File: src/rtl/core/slt_pkg.sv
// Shared types, token codes and keyword table for the script lexer tokenizer.
// No dependencies; compiled first.
package slt_pkg;

  localparam int POS_BITS      = 16;
  localparam int KEYWORD_BYTES = 6;
  localparam int OUT_W         = 16;
  localparam int KIND_W        = 6;
  localparam int ERR_W         = 2;
  localparam int ID_LEN_W      = $clog2(KEYWORD_BYTES + 2);
  localparam int SAT_W         = (POS_BITS + 1 > OUT_W + 1) ? POS_BITS + 1 : OUT_W + 1;
  localparam int FIFO_DEPTH    = 4;
  localparam int FIFO_PTR_W    = $clog2(FIFO_DEPTH);
  localparam int FIFO_CNT_W    = $clog2(FIFO_DEPTH + 1);
  localparam int NUM_KW        = 11;
  localparam int KW_MAX_LEN    = 6;

  localparam logic [POS_BITS-1:0] POS_MAX  = {POS_BITS{1'b1}};
  localparam logic [OUT_W-1:0]    LINE_MAX = {OUT_W{1'b1}};

  localparam logic [KIND_W-1:0] K_END   = 6'd0;
  localparam logic [KIND_W-1:0] K_PUNCT_LAST = 6'd15;
  localparam logic [KIND_W-1:0] K_NOT   = 6'd16;
  localparam logic [KIND_W-1:0] K_LESS  = 6'd18;
  localparam logic [KIND_W-1:0] K_MORE  = 6'd20;
  localparam logic [KIND_W-1:0] K_BIND  = 6'd22;
  localparam logic [KIND_W-1:0] K_STR   = 6'd23;
  localparam logic [KIND_W-1:0] K_ID    = 6'd24;
  localparam logic [KIND_W-1:0] K_NB    = 6'd25;
  localparam logic [KIND_W-1:0] K_ERR   = 6'd37;

  localparam logic [ERR_W-1:0] E_NONE   = 2'd0;
  localparam logic [ERR_W-1:0] E_COLON  = 2'd1;
  localparam logic [ERR_W-1:0] E_STRING = 2'd2;
  localparam logic [ERR_W-1:0] E_CHAR   = 2'd3;

  localparam logic [7:0] C_NUL   = 8'h00;
  localparam logic [7:0] C_LF    = 8'h0A;
  localparam logic [7:0] C_HASH  = "#";
  localparam logic [7:0] C_QUOTE = 8'h22;
  localparam logic [7:0] C_DOT   = ".";
  localparam logic [7:0] C_EQ    = "=";
  localparam logic [7:0] C_COLON = ":";
  localparam logic [7:0] C_BANG  = "!";
  localparam logic [7:0] C_LT    = "<";
  localparam logic [7:0] C_GT    = ">";

  typedef enum logic [3:0] {
    M_IDLE    = 4'd0,
    M_COMMENT = 4'd1,
    M_STRING  = 4'd2,
    M_IDENT   = 4'd3,
    M_INT     = 4'd4,
    M_FRAC    = 4'd5,
    M_OP2     = 4'd6
  } lex_mode_t;

  typedef logic [KEYWORD_BYTES-1:0][7:0] ident_bytes_t;

  typedef struct packed {
    logic [2:0]                 len;
    logic [KW_MAX_LEN-1:0][7:0] text;
    logic [KIND_W-1:0]          kind;
  } kw_t;

  localparam kw_t KW_TABLE [NUM_KW] = '{
    '{3'd4, {8'd0, 8'd0, "e", "s", "l", "e"}, 6'd26},
    '{3'd4, {8'd0, 8'd0, "c", "n", "u", "f"}, 6'd27},
    '{3'd5, {8'd0, "e", "s", "l", "a", "f"},  6'd28},
    '{3'd3, {8'd0, 8'd0, 8'd0, "r", "o", "f"}, 6'd29},
    '{3'd2, {8'd0, 8'd0, 8'd0, 8'd0, "f", "i"}, 6'd30},
    '{3'd3, {8'd0, 8'd0, 8'd0, "f", "n", "i"}, 6'd31},
    '{3'd3, {8'd0, 8'd0, 8'd0, "t", "e", "l"}, 6'd32},
    '{3'd3, {8'd0, 8'd0, 8'd0, "n", "a", "n"}, 6'd33},
    '{3'd5, {8'd0, "t", "n", "i", "r", "p"},  6'd34},
    '{3'd6, {"n", "r", "u", "t", "e", "r"},   6'd35},
    '{3'd4, {8'd0, 8'd0, "e", "u", "r", "t"}, 6'd36}
  };

  typedef struct packed {
    logic [KIND_W-1:0] kind;
    logic [OUT_W-1:0]  tok_start;
    logic [OUT_W-1:0]  tok_length;
    logic [OUT_W-1:0]  line_no;
    logic [ERR_W-1:0]  err_code;
    logic              last;
  } tok_t;

  function automatic logic [KIND_W-1:0] kw_lookup(ident_bytes_t b,
                                                   logic [ID_LEN_W-1:0] len);
    logic [KIND_W-1:0] k;
    logic              same;
    k = K_ID;
    for (int i = NUM_KW - 1; i >= 0; i--) begin
      same = (len == ID_LEN_W'(KW_TABLE[i].len));
      for (int j = 0; j < KW_MAX_LEN; j++) begin
        if (j < int'(KW_TABLE[i].len) && b[j] != KW_TABLE[i].text[j]) begin
          same = 1'b0;
        end
      end
      if (same) begin
        k = KW_TABLE[i].kind;
      end
    end
    return k;
  endfunction

  function automatic logic [KIND_W-1:0] single_kind(logic [7:0] c);
    logic [KIND_W-1:0] k;
    case (c)
      "(":     k = 6'd1;
      ")":     k = 6'd2;
      "{":     k = 6'd3;
      "}":     k = 6'd4;
      ";":     k = 6'd5;
      ",":     k = 6'd6;
      ".":     k = 6'd7;
      "+":     k = 6'd8;
      "-":     k = 6'd9;
      "*":     k = 6'd10;
      "/":     k = 6'd11;
      "=":     k = 6'd12;
      "&":     k = 6'd13;
      "|":     k = 6'd14;
      "^":     k = 6'd15;
      default: k = K_END;
    endcase
    return k;
  endfunction

  function automatic logic [OUT_W-1:0] sat_out(logic [SAT_W-1:0] v);
    logic [OUT_W-1:0] r;
    if (v > SAT_W'(LINE_MAX)) begin
      r = LINE_MAX;
    end else begin
      r = v[OUT_W-1:0];
    end
    return r;
  endfunction

endpackage

File: src/rtl/core/slt_if.sv
// Valid/ready channel interfaces for source bytes and tokens.
// Depends on slt_pkg.
interface slt_byte_if;
  logic       valid;
  logic       ready;
  logic [7:0] ch;

  modport source (output valid, output ch, input ready);
  modport sink (input valid, input ch, output ready);
endinterface

interface slt_tok_if;
  logic                      valid;
  logic                      ready;
  logic [slt_pkg::KIND_W-1:0] kind;
  logic [slt_pkg::OUT_W-1:0]  tok_start;
  logic [slt_pkg::OUT_W-1:0]  tok_length;
  logic [slt_pkg::OUT_W-1:0]  line_no;
  logic [slt_pkg::ERR_W-1:0]  err_code;
  logic                      last;

  modport source (output valid, output kind, output tok_start, output tok_length,
                  output line_no, output err_code, output last, input ready);
  modport sink (input valid, input kind, input tok_start, input tok_length,
                input line_no, input err_code, input last, output ready);
endinterface

File: src/rtl/core/script_lexer_tokenizer.sv
// Top level of the script lexer tokenizer: scanner state and token queue.
// Depends on slt_pkg and the channel interfaces in slt_if.sv.
//
//   channel  | dir | payload                                          | request
//   in_byte  | in  | ch                                               | one byte
//   out_tok  | out | kind tok_start tok_length line_no err_code last  | one token
//
// A byte is scanned in the cycle it is accepted; its zero, one or two tokens are
// written into a four-entry token queue and leave it one per cycle while out_tok is ready.
// A byte is taken whenever two queue entries are free, so one byte per cycle
// is sustained while tokens are taken as fast as they are made.
// Reset (rst_n low, synchronous) returns to the idle mode, position 0, line 1
// and an empty queue. A stall on out_tok fills the queue and then holds in_byte.
module script_lexer_tokenizer (
  input  logic      clk,
  input  logic      rst_n,
  slt_byte_if.sink  in_byte,
  slt_tok_if.source out_tok
);
  import slt_pkg::*;

  lex_mode_t                 mode_r, mode_nxt;
  logic [POS_BITS-1:0]       pos_r, pos_nxt;
  logic [OUT_W-1:0]          line_r, line_nxt;
  logic [POS_BITS-1:0]       tstart_r, tstart_nxt;
  logic [KIND_W-1:0]         pend_r, pend_nxt;
  ident_bytes_t              idb_r, idb_nxt;
  logic [ID_LEN_W-1:0]       idlen_r, idlen_nxt;

  tok_t                      fifo_r [FIFO_DEPTH];
  logic [FIFO_PTR_W-1:0]     head_r, tail_r;
  logic [FIFO_CNT_W-1:0]     count_r;

  logic [7:0]                c;
  logic                      acc, pop;
  logic                      ch_alpha, ch_digit, ch_space, is_op2;
  logic [KIND_W-1:0]         sk;
  logic                      consumed, early_end;
  logic [POS_BITS-1:0]       held;
  logic [SAT_W-1:0]          held_s, incl_s, pos_s, tstart_s;
  tok_t                      r0, r1;
  logic                      v0, v1;
  logic [1:0]                n_res;

  assign c        = in_byte.ch;
  assign acc      = in_byte.valid && in_byte.ready;
  assign pop      = out_tok.valid && out_tok.ready;
  assign in_byte.ready = (count_r <= FIFO_CNT_W'(FIFO_DEPTH - 2));

  assign ch_alpha = (c >= "a" && c <= "z") || (c >= "A" && c <= "Z");
  assign ch_digit = (c >= "0" && c <= "9");
  assign ch_space = (c == " ") || (c >= 8'd9 && c <= 8'd13);
  assign is_op2   = (c == C_BANG) || (c == C_LT) || (c == C_GT) || (c == C_COLON);
  assign sk       = single_kind(c);

  assign held     = pos_r - tstart_r;
  assign held_s   = SAT_W'(held);
  assign incl_s   = SAT_W'(held) + SAT_W'(1);
  assign pos_s    = SAT_W'(pos_r);
  assign tstart_s = SAT_W'(tstart_r);

  always_comb begin
    consumed  = 1'b1;
    early_end = 1'b0;
    case (mode_r)
      M_COMMENT: early_end = (c == C_NUL);
      M_STRING:  early_end = (c == C_NUL);
      M_IDENT:   consumed  = ch_alpha || ch_digit;
      M_INT:     consumed  = ch_digit || (c == C_DOT);
      M_FRAC:    consumed  = ch_digit;
      M_OP2:     consumed  = (pend_r == K_BIND) ? (c == C_COLON) : (c == C_EQ);
      default:   consumed  = 1'b0;
    endcase
  end

  always_comb begin
    mode_nxt = mode_r;
    if (acc) begin
      if (early_end) begin
        mode_nxt = M_IDLE;
      end else begin
        case (mode_r)
          M_COMMENT: if (c == C_LF) mode_nxt = M_IDLE;
          M_STRING:  if (c == C_QUOTE) mode_nxt = M_IDLE;
          M_IDENT:   if (!consumed) mode_nxt = M_IDLE;
          M_INT: begin
            if (c == C_DOT) mode_nxt = M_FRAC;
            else if (!consumed) mode_nxt = M_IDLE;
          end
          M_FRAC:    if (!consumed) mode_nxt = M_IDLE;
          default:   mode_nxt = M_IDLE;
        endcase
        if (!consumed) begin
          if (c == C_NUL || ch_space) mode_nxt = M_IDLE;
          else if (c == C_HASH) mode_nxt = M_COMMENT;
          else if (sk != K_END) mode_nxt = M_IDLE;
          else if (is_op2) mode_nxt = M_OP2;
          else if (c == C_QUOTE) mode_nxt = M_STRING;
          else if (ch_alpha) mode_nxt = M_IDENT;
          else if (ch_digit) mode_nxt = M_INT;
          else mode_nxt = M_IDLE;
        end
      end
    end
  end

  always_comb begin
    tok_t e;
    logic ev;
    logic restart;
    pos_nxt    = pos_r;
    line_nxt   = line_r;
    tstart_nxt = tstart_r;
    pend_nxt   = pend_r;
    idb_nxt    = idb_r;
    idlen_nxt  = idlen_r;
    restart    = 1'b0;
    v0         = 1'b0;
    v1         = 1'b0;
    r0         = '0;
    r0.line_no = line_r;
    r1         = r0;
    e          = r0;
    ev         = 1'b0;
    if (acc) begin
      case (mode_r)
        M_COMMENT: begin
          if (early_end) begin
            v0 = 1'b1;
            r0.kind = K_END;
            r0.tok_start = sat_out(pos_s);
            restart = 1'b1;
          end else if (c == C_LF && line_r != LINE_MAX) begin
            line_nxt = line_r + OUT_W'(1);
          end
        end
        M_STRING: begin
          if (early_end) begin
            v0 = 1'b1;
            r0.kind = K_ERR;
            r0.tok_start = sat_out(tstart_s);
            r0.tok_length = sat_out(held_s);
            r0.err_code = E_STRING;
            v1 = 1'b1;
            r1.kind = K_END;
            r1.tok_start = sat_out(pos_s);
            restart = 1'b1;
          end else if (c == C_QUOTE) begin
            v0 = 1'b1;
            r0.kind = K_STR;
            r0.tok_start = sat_out(tstart_s);
            r0.tok_length = sat_out(incl_s);
          end else if (c == C_LF && line_r != LINE_MAX) begin
            line_nxt = line_r + OUT_W'(1);
          end
        end
        M_IDENT: begin
          if (consumed) begin
            for (int i = 0; i < KEYWORD_BYTES; i++) begin
              if (idlen_r == ID_LEN_W'(i)) idb_nxt[i] = c;
            end
            if (idlen_r <= ID_LEN_W'(KEYWORD_BYTES)) idlen_nxt = idlen_r + ID_LEN_W'(1);
          end else begin
            v0 = 1'b1;
            r0.kind = kw_lookup(idb_r, idlen_r);
            r0.tok_start = sat_out(tstart_s);
            r0.tok_length = sat_out(held_s);
          end
        end
        M_INT, M_FRAC: begin
          if (!consumed) begin
            v0 = 1'b1;
            r0.kind = K_NB;
            r0.tok_start = sat_out(tstart_s);
            r0.tok_length = sat_out(held_s);
          end
        end
        M_OP2: begin
          v0 = 1'b1;
          r0.tok_start = sat_out(tstart_s);
          if (pend_r == K_BIND) begin
            if (consumed) begin
              r0.kind = K_BIND;
              r0.tok_length = sat_out(incl_s);
            end else begin
              r0.kind = K_ERR;
              r0.tok_length = OUT_W'(1);
              r0.err_code = E_COLON;
            end
          end else if (consumed) begin
            r0.kind = pend_r + KIND_W'(1);
            r0.tok_length = sat_out(incl_s);
          end else begin
            r0.kind = pend_r;
            r0.tok_length = sat_out(held_s);
          end
          pend_nxt = K_END;
        end
        default: ;
      endcase

      if (!consumed) begin
        if (c == C_NUL) begin
          ev = 1'b1;
          e.kind = K_END;
          e.tok_start = sat_out(pos_s);
          restart = 1'b1;
        end else if (ch_space) begin
          if (c == C_LF && line_r != LINE_MAX) line_nxt = line_r + OUT_W'(1);
        end else if (c == C_HASH) begin
        end else if (sk != K_END) begin
          ev = 1'b1;
          e.kind = sk;
          e.tok_start = sat_out(pos_s);
          e.tok_length = OUT_W'(1);
        end else if (is_op2) begin
          tstart_nxt = pos_r;
          pend_nxt = (c == C_BANG) ? K_NOT : (c == C_LT) ? K_LESS :
                     (c == C_GT) ? K_MORE : K_BIND;
        end else if (c == C_QUOTE) begin
          tstart_nxt = pos_r;
        end else if (ch_alpha) begin
          tstart_nxt = pos_r;
          idb_nxt[0] = c;
          idlen_nxt  = ID_LEN_W'(1);
        end else if (ch_digit) begin
          tstart_nxt = pos_r;
        end else begin
          ev = 1'b1;
          e.kind = K_ERR;
          e.tok_start = sat_out(pos_s);
          e.tok_length = OUT_W'(1);
          e.err_code = E_CHAR;
        end
        if (ev) begin
          if (v0) begin
            v1 = 1'b1;
            r1 = e;
          end else begin
            v0 = 1'b1;
            r0 = e;
          end
        end
      end

      if (restart) begin
        pos_nxt    = '0;
        line_nxt   = OUT_W'(1);
        tstart_nxt = '0;
        pend_nxt   = K_END;
        idlen_nxt  = '0;
      end else if (pos_r != POS_MAX) begin
        pos_nxt = pos_r + POS_BITS'(1);
      end

      if (v1) r1.last = 1'b1;
      else if (v0) r0.last = 1'b1;
    end
  end

  assign n_res = {1'b0, v0} + {1'b0, v1};

  always_ff @(posedge clk) begin
    if (!rst_n) begin
      mode_r   <= M_IDLE;
      pos_r    <= '0;
      line_r   <= OUT_W'(1);
      tstart_r <= '0;
      pend_r   <= K_END;
      idlen_r  <= '0;
      head_r   <= '0;
      tail_r   <= '0;
      count_r  <= '0;
    end else begin
      mode_r   <= mode_nxt;
      pos_r    <= pos_nxt;
      line_r   <= line_nxt;
      tstart_r <= tstart_nxt;
      pend_r   <= pend_nxt;
      idlen_r  <= idlen_nxt;
      head_r   <= head_r + FIFO_PTR_W'(pop);
      tail_r   <= tail_r + FIFO_PTR_W'(n_res);
      count_r  <= count_r + FIFO_CNT_W'(n_res) - FIFO_CNT_W'(pop);
    end
  end

  always_ff @(posedge clk) begin
    idb_r <= idb_nxt;
    if (v0) fifo_r[tail_r] <= r0;
    if (v1) fifo_r[tail_r + FIFO_PTR_W'(1)] <= r1;
  end

  assign out_tok.valid      = (count_r != '0);
  assign out_tok.kind       = fifo_r[head_r].kind;
  assign out_tok.tok_start  = fifo_r[head_r].tok_start;
  assign out_tok.tok_length = fifo_r[head_r].tok_length;
  assign out_tok.line_no    = fifo_r[head_r].line_no;
  assign out_tok.err_code   = fifo_r[head_r].err_code;
  assign out_tok.last       = fifo_r[head_r].last;

endmodule

File: src/flat_wrapper.sv
// flat-port wrapper written by rule: the top's interface ports become plain ports
module script_lexer_tokenizer_flat import slt_pkg::*;
  (clk, rst_n, in_byte_valid, in_byte_ch, in_byte_ready, out_tok_valid, out_tok_kind, out_tok_tok_start, out_tok_tok_length, out_tok_line_no, out_tok_err_code, out_tok_last, out_tok_ready);
  slt_byte_if in_byte_i ();
  slt_tok_if out_tok_i ();
  input  logic clk;
  input  logic rst_n;
  input wire logic [$bits(in_byte_i.valid)-1:0] in_byte_valid;
  input wire logic [$bits(in_byte_i.ch)-1:0] in_byte_ch;
  output wire logic [$bits(in_byte_i.ready)-1:0] in_byte_ready;
  output wire logic [$bits(out_tok_i.valid)-1:0] out_tok_valid;
  output wire logic [$bits(out_tok_i.kind)-1:0] out_tok_kind;
  output wire logic [$bits(out_tok_i.tok_start)-1:0] out_tok_tok_start;
  output wire logic [$bits(out_tok_i.tok_length)-1:0] out_tok_tok_length;
  output wire logic [$bits(out_tok_i.line_no)-1:0] out_tok_line_no;
  output wire logic [$bits(out_tok_i.err_code)-1:0] out_tok_err_code;
  output wire logic [$bits(out_tok_i.last)-1:0] out_tok_last;
  input wire logic [$bits(out_tok_i.ready)-1:0] out_tok_ready;
  assign in_byte_i.valid = in_byte_valid;
  assign in_byte_i.ch = in_byte_ch;
  assign in_byte_ready = in_byte_i.ready;
  assign out_tok_valid = out_tok_i.valid;
  assign out_tok_kind = out_tok_i.kind;
  assign out_tok_tok_start = out_tok_i.tok_start;
  assign out_tok_tok_length = out_tok_i.tok_length;
  assign out_tok_line_no = out_tok_i.line_no;
  assign out_tok_err_code = out_tok_i.err_code;
  assign out_tok_last = out_tok_i.last;
  assign out_tok_i.ready = out_tok_ready;
  script_lexer_tokenizer u_core (.clk(clk), .rst_n(rst_n), .in_byte(in_byte_i), .out_tok(out_tok_i));
endmodule
File: config.mk
export PLATFORM = sky130hd
export DESIGN_NAME = script_lexer_tokenizer_flat
export DESIGN_NICKNAME = d
export VERILOG_FILES = /design/src/rtl/core/slt_pkg.sv /design/src/rtl/core/slt_if.sv /design/src/rtl/core/script_lexer_tokenizer.sv /design/src/flat_wrapper.sv
export SDC_FILE = /design/constraint.sdc
export NUM_CORES = 1
export LEC_CHECK = 0
export ABC_CLOCK_PERIOD_IN_PS = 5450
export BUFFER_PORTS_ARGS = -buffer_cell sky130_fd_sc_hd__buf_2
export CAP_MARGIN = 25
export CORE_UTILIZATION = 45
export DETAILED_ROUTE_END_ITERATION = 16
export GPL_ROUTABILITY_DRIVEN = 0
export PLACE_DENSITY = 0.72
export SLEW_MARGIN = 20
export SYNTH_ARGS = -nofsm -noshare
export SYNTH_HDL_FRONTEND = slang
export SYNTH_SLANG_ARGS = --single-unit
File: constraint.sdc
create_clock -name clk -period 5.45 [get_ports clk]
set_input_delay 1.09 -clock clk [delete_from_list [all_inputs] [get_ports clk]]
set_output_delay 1.09 -clock clk [all_outputs]
set_load 0.01 [all_outputs]
==> out/qor.txt, run 1 <==
DRT iter0 DRCs: 1499
Pre-antenna DRT Iters: 7
DR WL/cell: 21.2 um
DRT met1 WL: 20600 um
Worst-path maximum fanout: 10
GRT Total Usage: 0.235
Chip Height: 202 um
Synth area leaders: edfxtp_1, dfxtp_1, mux4_2, a32o_1, nand2_1
Final Skew: 27.3 ps
Starting Density: 0.456
Clock power frac: 0.363
Worst endpoint required time: 5960 ps
Worst Hold Slack: 447 ps
Die area: 0.0409 mm^2
Highest routed metal layer: met5
Seq cells post-synth: 343
Yosys Warn Count: 0
Cts repair resizes: 0
I/O Buffers: 70
H-tree levels: 2
CTS buffer count: 39
Area of the multi-input gates: 0.00849 mm^2
Core area: 0.0396 mm^2
CP Capture Type: register
CTS root buffer: clkbuf_16
Diodes inserted: 0
Top_reg_cell synth: edfxtp_1
Final net count: 1749
Status: finished clean
DRC Markers: 0
Share of layout cells above drive strength 1: 0.168
Vias post-DR: 14100
Sequential fraction of design power: 0.433
Setup CP Type: reg2reg
Rel. slew slack: 0.297
PwrDens: 343 mW/mm^2
Clock Path Buffers: 3
WL met2: 21800 um
Clock transition at path regs: 60 ps
Final WL: 48000 um
Post-synth net total: 1699
First-pass GRT wire length: 76000 um
IO Pins: 71
Vias in the first global route: 13500
Final Critical Period: 4800 ps
Switching Share: 0.294
Least-Margin Pin Slew: 1050 ps
Worst-skew pair later-pin latency: 580 ps
Average cell area after synthesis: 10.9 um^2
Number of routed nets with antenna violations: 0
Synth cell types: 102
Setup Fix Bufs, Post-CTS: 0
Cell-internal power: 0.00490 W
Synth-to-layout area growth: 12.2%
RSZ-0062 raised after global routing: false
Leak pwr: 7.06 nW
FMAX: 208 MHz
TritonCTS Sinks: 343
Hold_buf cts: 0
Combinational cell fraction of total power: 0.204
Fin. Hold Viols: 0
Slew Limit Fails: 0
Final TNS setup: 0 ps
Post-synth EDFFs: 212
Total gr overflow: 0
Netlist Area Pre-Place: 0.0181 mm^2
MaxCap Viol Count: 0
Peak supply drop: 0.274 mV
Post-synth top area share: 0.352
Routed met3 length: 4060 um
DP Cell Count: 2186
FF/Latch Area: 0.00899 mm^2
FILL cells: 3492
Startpoint Class: register
Tcrit/Tclk final: 0.880
Largest net degree at the start of global routing: 61
Final non-filler cell total: 2258
Row Count: 73
FFs w/ async S/R, synth: 0
Sequential fraction of the synthesis area: 0.498
Switching Power: 0.00204 W
Crit path DAT: 5310 ps
Chip Width: 202 um
Worst hold path type: reg2reg
Vias per inst: 6.24
Antenna violations before repair: 1
CTS tree: built
Post-synth top area cell: edfxtp_1
Post-Syn Instances: 1653
Dpl hpwl: 32400 um
Final setup fails: 0
[cell type report]
cell class | instances | area share
Clock buffer | 58 | 0.0552
Multi-Input combinational cell | 1157 | 0.419
Clock inverter | 13 | 0.00525
Tap cell | 525 | 0.0324
Sequential cell | 343 | 0.444
Timing Repair Buffer | 115 | 0.0356
Inverter | 47 | 0.00871
[stage by stage]
| stage | util | area [um^2] | worst slack (ps) | total power [W] |
|---|---|---|---|---|
| 6_report | 0.511 | 20300 | 653 | 0.00694 |
| 4_1_cts | 0.510 | 20200 | 719 | 0.00695 |
| 3_3_place_gp | 0.479 | 19000 | 537 | 0.00443 |
| 3_5_place_dp | 0.479 | 19000 | 362 | 0.00445 |
| 5_1_grt | 0.511 | 20300 | 381 | 0.00720 |
| 2_1_floorplan | - | 18100 | 721 | 0.00395 |
[cells in the final DEF, fill, tap and decap left out, types with 26 or more instances in the layout]
master	n
ha_1	32
buf_4	43
nor3_1	34
inv_1	43
mux4_2	57
a32o_1	61
clkbuf_16	40
nor2_1	102
a21oi_1	52
a22o_1	32
edfxtp_1	212
o21ai_0	88
xor2_1	26
dfxtp_1	129
and2_1	34
nand2_1	145
nand3_1	56
nor2b_1	68
buf_2	70
[critical path, cell delays in order (launching register included)]
cell	delay, ps
dfxtp_1	520
inv_1	90
ha_1	240
fa_1	500
inv_1	140
ha_1	210
inv_1	110
a2111oi_4	320
nor2_2	110
nor4b_4	460
nand4_4	170
or2_4	310
or4b_4	530
nor2_2	300
o21ai_0	190
o21ai_1	340
a22o_1	210
[per-layer routing]
metal,GRT usage,vias up
li1,-,6428
met2,0.368,675
met3,0.0455,110
met1,0.325,6869
met5,0,-
met4,0.0803,2
[worst paths after layout]
| path | end | cells past startpoint | startpoint | slack (ps) |
|---|---|---|---|---|
| worst max-delay path | u_core.fifo_r[1][28] | 16 | u_core.pos_r[0] | 650 |
| worst min-delay path | u_core.fifo_r[3][24] | 2 | u_core.fifo_r[3][24] | 450 |
| worst max register to register | u_core.fifo_r[1][28] | 16 | u_core.pos_r[0] | 650 |
| worst min register to register | u_core.fifo_r[3][24] | 2 | u_core.fifo_r[3][24] | 450 |
[state kept, by name (all words and copies together), names as in the netlist, 3 cells and up]
name             count
u_core.count_r       3
u_core.fifo_r      228
u_core.idb_r        48
u_core.idlen_r       3
u_core.line_r       16
u_core.mode_r        3
u_core.pend_r        6
u_core.pos_r        16
u_core.tstart_r     16
[cell families after synthesis]
| family | synth area share |
|---|---|
| simple gates | 0.177 |
| flops | 0.498 |
| xor+xnor | 0.0213 |
| mux | 0.0771 |
| compound gates | 0.169 |
| buf+inv | 0.0339 |
| fa+ha+maj | 0.0244 |
[cells in the mapped netlist, types with 5 or more instances]
cell      instances
and3_1           22
mux4_2           57
edfxtp_1        212
a211oi_1          7
o21ai_1          12
or3_1            13
and2_1           34
nand4b_1          8
ha_1             32
nand3_1          56
a22o_1           32
a22oi_1          17
o21ai_0          88
nor4_1           12
nor3_1           35
buf_1            13
xnor2_1          18
o211ai_1          8
inv_1            46
dfxtp_1         131
nand2b_1         16
o22ai_1          23
o31ai_1           9
a21o_1            7
a31oi_1           9
a21boi_0         25
a21oi_1          54
nor2_1          103
mux2_2            7
a221o_1           6
nor2b_1          68
a211o_1           5
nand2_1         145
or2_2             7
a32o_1           61
xor2_1           26
buf_2            16
nand3b_1          6
clkbuf_1         73
nand4_1          24
[power groups by stage]
stage | clock (W) | sequential [W] | combinational, W
floorplan | 0 | 0.00298 | 0.000968
global placement | 0 | 0.00312 | 0.00131
detailed placement | 0 | 0.00313 | 0.00132
CTS | 0.00255 | 0.00308 | 0.00133
global route | 0.00266 | 0.00303 | 0.00152
finish | 0.00252 | 0.00301 | 0.00141
Power figures use the tool's default switching activity.
==> inputs of run 2 (changes only) <==
CELL_PAD_IN_SITES_DETAIL_PLACEMENT = 0   (was unset)
CELL_PAD_IN_SITES_GLOBAL_PLACEMENT = 1   (was unset)
PLACE_DENSITY = 0.84   (was 0.72)
==> out/qor.txt, run 2 (synthesized netlist as in run 1, its figures left out) <==
Status: finished clean
Worst-path maximum fanout: 10 (unchanged)
Vias post-DR: 14000 (-0.47%)
Final net count: 1743 (-0.34%)
Hold_buf cts: 0 (unchanged)
Diodes inserted: 0 (unchanged)
Slew Limit Fails: 0 (unchanged)
Largest net degree at the start of global routing: 61 (unchanged)
Chip Height: 202 um (unchanged)
Peak supply drop: 0.243 mV (-11%)
CP most frequent cell: inv_1
TritonCTS Sinks: 343 (unchanged)
DR WL/cell: 22.1 um (+3.9%)
GRT Total Usage: 0.243 (+0.00806)
Vias per inst: 6.23 (-0.11%)
Clock power frac: 0.369 (+0.006)
First-pass GRT wire length: 77600 um (+2.1%)
Hold Crit Start: u_core.fifo_r[1][24]
Fin. Hold Viols: 0 (unchanged)
MaxCap Viol Count: 0 (unchanged)
Switching Share: 0.287 (-0.00642)
Clock transition at path regs: 60 ps (about the same)
Chip Width: 202 um (unchanged)
CP Capture Type: register
Final Skew: 37.6 ps (+10.3 ps)
IO Pins: 71 (unchanged)
Final TNS setup: 0 ps (unchanged)
Layer with the highest usage: met2
Reg2reg path depth: 16 (unchanged)
Crit path setup slack, layout: 744 ps (+91.6 ps)
Crit path DAT: 5210 ps (-100 ps)
WP buf/inv: 3 (unchanged)
Number of routed nets with antenna violations: 0 (unchanged)
Tcrit/Tclk final: 0.863 (-0.0168)
Clock Path Buffers: 3 (unchanged)
Share of layout cells above drive strength 1: 0.165 (-0.00386)
RSZ-0062 raised after global routing: false
DRT iter0 DRCs: 1345 (-10%)
Starting Density: 0.456 (unchanged)
Worst-skew pair later-pin latency: 570 ps (about the same)
R2R Path Start: u_core.pos_r[0]
Pre-antenna DRT Iters: 6 (-1)
Sequential fraction of design power: 0.436 (+0.003)
FMAX: 213 MHz (+1.9%)
CTS buffer count: 37 (-5.1%)
Cts repair resizes: 0 (unchanged)
Setup CP Type: reg2reg
Total gr overflow: 0 (unchanged)
H-tree levels: 2 (unchanged)
Worst hold path type: reg2reg
Crit path cell chain: inv_1 -> ha_1 -> fa_1 -> inv_1 -> ha_1 -> inv_1 -> a2111oi_4 -> nor2_2 -> nor4b_4 -> nand4_4 -> or2_4 -> or4b_4 -> nor2_2 -> o21ai_0 -> o21ai_1 -> a22o_1
Routing usage on met1: 0.335 (+0.0105)
Largest register FFs: 228 (unchanged)
Vias in the first global route: 13600 (+0.65%)
Largest Register: u_core.fifo_r
Rel. slew slack: 0.303 (+0.00565)
I/O Buffers: 70 (unchanged)
Synth-to-layout area growth: 12.2% (about the same)
Antenna violations before repair: 1 (unchanged)
Tot Pwr: 0.00700 W (+0.86%)
Worst endpoint required time: 5960 ps (about the same)
Die area: 0.0409 mm^2 (unchanged)
Cell-internal power: 0.00499 W (+1.8%)
Startpoint Class: register
Dpl hpwl: 33700 um (+4.1%)
Hold path depth: 2 (unchanged)
Final setup fails: 0 (unchanged)
Least-Margin Pin Slew: 1050 ps (-8.33 ps)
Place WS: 409 ps (+46.7 ps)
Largest registers: u_core.fifo_r (228), u_core.idb_r (48)
CTS root buffer: clkbuf_16
Family with the most delay on the worst path: simple AND/OR/NAND/NOR gates
R2R setup slack: 740 ps (+90 ps)
Combinational cell fraction of total power: 0.195 (-0.009)
Setup Fix Bufs, Post-CTS: 0 (unchanged)
Core area: 0.0396 mm^2 (unchanged)
Met3 Use GR: 0.0510 (+0.00548)
Final Critical Period: 4710 ps (-91.6 ps)
Leak pwr: 7.04 nW (-0.18%)
Commonest non-fill, non-tap cells in the layout: edfxtp_1, nand2_1, dfxtp_1
Worst-path cell with the longest stage delay: or4b_4
Switching Power: 0.00201 W (-1.3%)
Worst Hold Slack: 447 ps (+0.366 ps)
Final WL: 49600 um (+3.5%)
Row Count: 73 (unchanged)
CTS tree: built
Worst path max stage delay: 530 ps (about the same)
DRC Markers: 0 (unchanged)
Hold endpoint: u_core.fifo_r[1][24]
Critical R2R Capture: u_core.fifo_r[1][28]
PwrDens: 346 mW/mm^2 (+0.90%)
Most common cell after layout, fill and taps aside: edfxtp_1
Global Route met2 Usage: 0.381 (+0.0125)
run 2: layout make-up:
class                   instances  area, um^2
repair buffers                111         699
inverters                      47         176
clock inverters                15         193
multi-input cells            1157        8480
well taps                     525         657
fillers                      3535       19400
clock buffers                  52        1050
flip-flops and latches        343        8990
run 2: power groups by stage:
stage	Combinational (W)	Sequential (W)	Clock (W)
3_3_place_gp	0.00135	0.00310	0
6_report	0.00137	0.00305	0.00258
4_1_cts	0.00137	0.00305	0.00262
3_5_place_dp	0.00136	0.00311	0
5_1_grt	0.00146	0.00307	0.00272
2_1_floorplan	0.000968	0.00298	0
run 2: metrics by stage:
stage / instance area (um^2) / instances / util
6_report: 20300 / 2250 / 0.511
5_1_grt: 20300 / 2250 / 0.511
4_1_cts: 20300 / 2250 / 0.511
3_5_place_dp: 19000 / 2183 / 0.480
3_3_place_gp: 19000 / 2180 / 0.478
2_1_floorplan: 18100 / 1653 / -
run 2: per-layer routing:
metal	vias to the layer above	share of wire
met4	2	0.024
met5	-	0.00026
met3	81	0.083
met1	6924	0.43
li1	6413	-
met2	598	0.46
run 2: worst register-to-register path: cells and delay by family, from the launching register on:
family                   cells  cell delay (ps)
buffers and inverters        3              340
AO/OA/AOI/OAI                4              970
adder cells (fa/ha/maj)      3              930
flip-flops                   1              520
AND/OR/NAND/NOR              6             1940
run 2: worst max-delay path by stage:
stage                    start                   end  slack [ps]  cells after the start
6_report       u_core.pos_r[0]  u_core.fifo_r[1][28]         740                     16
2_1_floorplan    in_byte_ch[2]   u_core.fifo_r[2][0]         720                     13
4_1_cts        u_core.pos_r[0]  u_core.fifo_r[0][30]         840                     16
3_3_place_gp     in_byte_ch[0]     u_core.count_r[2]         500                     15
3_5_place_dp     in_byte_ch[0]  u_core.fifo_r[0][41]         410                     12
5_1_grt        u_core.pos_r[0]  u_core.fifo_r[0][30]         460                     16
==> inputs of run 3 (changes only) <==
--- a/config.mk
+++ b/config.mk
@@ -15,6 +15,8 @@
 export GPL_ROUTABILITY_DRIVEN = 0
 export PLACE_DENSITY = 0.84
+export SKIP_LAST_GASP = 1
 export SLEW_MARGIN = 20
 export SYNTH_ARGS = -nofsm -noshare
 export SYNTH_HDL_FRONTEND = slang
 export SYNTH_SLANG_ARGS = --single-unit
+export TNS_END_PERCENT = 50
==> constraint.sdc (replaced) <==
create_clock -name clk -period 5.45 [get_ports clk]
set_input_delay 0.545 -clock clk [delete_from_list [all_inputs] [get_ports clk]]
set_output_delay 0.545 -clock clk [all_outputs]
set_load 0.01 [all_outputs]
==> out/qor.txt, run 3 (synthesized netlist as in run 1, its figures left out) <==
Status: finished clean
CTS root buffer: clkbuf_16
Core area: 0.0396 mm^2 (unchanged)
Layer with the highest usage: met2
R2R Path Start: u_core.pos_r[0]
Largest Register: u_core.fifo_r
Rel. slew slack: 0.278 (-0.0243)
Final Skew: 24.2 ps (-13.4 ps)
Largest register FFs: 228 (unchanged)
Worst-path maximum fanout: 10 (unchanged)
Final setup fails: 0 (unchanged)
Synth-to-layout area growth: 12.4%
FMAX: 218 MHz (+2.5%)
Die area: 0.0409 mm^2 (unchanged)
Vias post-DR: 14000 (-0.46%)
Number of routed nets with antenna violations: 0 (unchanged)
Slew Limit Fails: 0 (unchanged)
Antenna violations before repair: 0 (-1)
Crit path DAT: 5100 ps (-110 ps)
Cts repair resizes: 0 (unchanged)
Commonest non-fill, non-tap cells in the layout: edfxtp_1, nand2_1, dfxtp_1
Hold endpoint: u_core.idb_r[34]
R2R setup slack: 860 ps (+120 ps)
Worst endpoint required time: 5960 ps (about the same)
H-tree levels: 2 (unchanged)
IO Pins: 71 (unchanged)
Hold Crit Start: in_byte_ch[2]
Hold_buf cts: 0 (unchanged)
Row Count: 73 (unchanged)
Reg2reg path depth: 16 (unchanged)
FILL cells: 3479 (-1.6%)
Most common cell after layout, fill and taps aside: edfxtp_1
Share of layout cells above drive strength 1: 0.169 (+0.00416)
Total gr overflow: 0 (unchanged)
Pre-antenna DRT Iters: 6 (unchanged)
TritonCTS Sinks: 343 (unchanged)
Final net count: 1740 (-0.17%)
Hold path depth: 1 (-1)
Final WL: 49200 um (-0.90%)
Largest net degree at the start of global routing: 61 (unchanged)
Final TNS setup: 0 ps (unchanged)
Global Route met2 Usage: 0.373 (-0.00771)
Startpoint Class: register
Dpl hpwl: 32700 um (-3.1%)
Routing usage on met1: 0.335 (about the same)
Final Critical Period: 4590 ps (-117 ps)
Met3 Use GR: 0.0395 (-0.0114)
Clock Path Buffers: 3 (unchanged)
Setup CP Type: reg2reg
DRT iter0 DRCs: 1588 (+18%)
Placed Area: 0.0190 mm^2 (about the same)
Chip Width: 202 um (unchanged)
DRC Markers: 0 (unchanged)
Tcrit/Tclk final: 0.842 (-0.0214)
Worst-skew pair later-pin latency: 570 ps (about the same)
Peak supply drop: 0.243 mV (about the same)
Fin. Hold Viols: 0 (unchanged)
I/O Buffers: 70 (unchanged)
Largest registers: u_core.fifo_r (228), u_core.idb_r (48)
Setup Fix Bufs, Post-CTS: 0 (unchanged)
Leak pwr: 7.07 nW (+0.37%)
CTS tree: built
Least-Margin Pin Slew: 1080 ps (+36.3 ps)
CTS buffer count: 38 (+2.7%)
Diodes inserted: 0 (unchanged)
GRT Total Usage: 0.238 (-0.00482)
Post-route cell area: 0.0203 mm^2 (+0.21%)
Vias per inst: 6.20 (-0.42%)
DR WL/cell: 21.9 um (-0.85%)
Starting Density: 0.456 (unchanged)
RSZ-0062 raised after global routing: false
Worst hold path type: in2reg
Clock transition at path regs: 60 ps (about the same)
First-pass GRT wire length: 76500 um (-1.4%)
PwrDens: 348 mW/mm^2 (+0.80%)
MaxCap Viol Count: 0 (unchanged)
Vias in the first global route: 13300 (-2.7%)
Chip Height: 202 um (unchanged)
Critical R2R Capture: u_core.fifo_r[3][28]
CP Capture Type: register
-- run 3: stage by stage --
step           utilization  hold slack, ps  power [W]  worst slack, ps  std cells
4_1_cts              0.512             287    0.00712              903       2248
3_3_place_gp         0.479             432    0.00445              938       2176
2_1_floorplan            -             420    0.00395             1270       1653
6_report             0.512             292    0.00707              861       2249
3_5_place_dp         0.479             440    0.00447              845       2178
5_1_grt              0.512             307    0.00732              529       2249
-- run 3: area by class of cell --
class	instances	area [um^2]	area share
flip-flops and latches	343	8990	0.443
multi-input cells	1157	8490	0.418
clock buffers	51	1070	0.0528
repair buffers	107	693	0.0341
well taps	525	657	0.0324
clock inverters	19	219	0.0108
inverters	47	176	0.00869
-- run 3: worst max-delay path by stage --
stage / cells past startpoint / slack, ps / to / from
after floorplan: 13 / 1270 / u_core.fifo_r[2][0] / in_byte_ch[2]
after global placement: 17 / 940 / u_core.count_r[2] / in_byte_ch[5]
after detailed placement: 16 / 840 / u_core.count_r[2] / in_byte_ch[3]
after CTS: 16 / 900 / u_core.fifo_r[3][28] / u_core.pos_r[0]
after global routing: 16 / 530 / u_core.fifo_r[3][30] / u_core.pos_r[0]
final: 16 / 860 / u_core.fifo_r[3][28] / u_core.pos_r[0]
-- run 3: routing by layer --
metal | part of all wire | vias to the layer above
li1 | - | 6404
met1 | 0.44 | 6876
met2 | 0.46 | 578
met3 | 0.068 | 95
met4 | 0.027 | 0
met5 | 0 | -
-- run 3: report_power, final --
| group | internal [W] | switching (W) |
|---|---|---|
| Combinational | 0.000555 | 0.000811 |
| Clock | 0.00159 | 0.00107 |
| Sequential | 0.00289 | 0.000160 |
| Total | 0.00503 | 0.00204 |
-- run 3: worst max-delay path, stage by stage, from the launching register on --
cell       delay (ps)
dfxtp_1           530
inv_1              90
ha_1              230
fa_1              500
inv_1             130
ha_1              190
inv_1             110
a2111oi_4         320
nor2_2            110
nor4b_4           450
nand4_4           180
or2_4             310
or4b_4            520
nor2_2            260
o21ai_0           140
o21ai_1           290
a22o_1            190
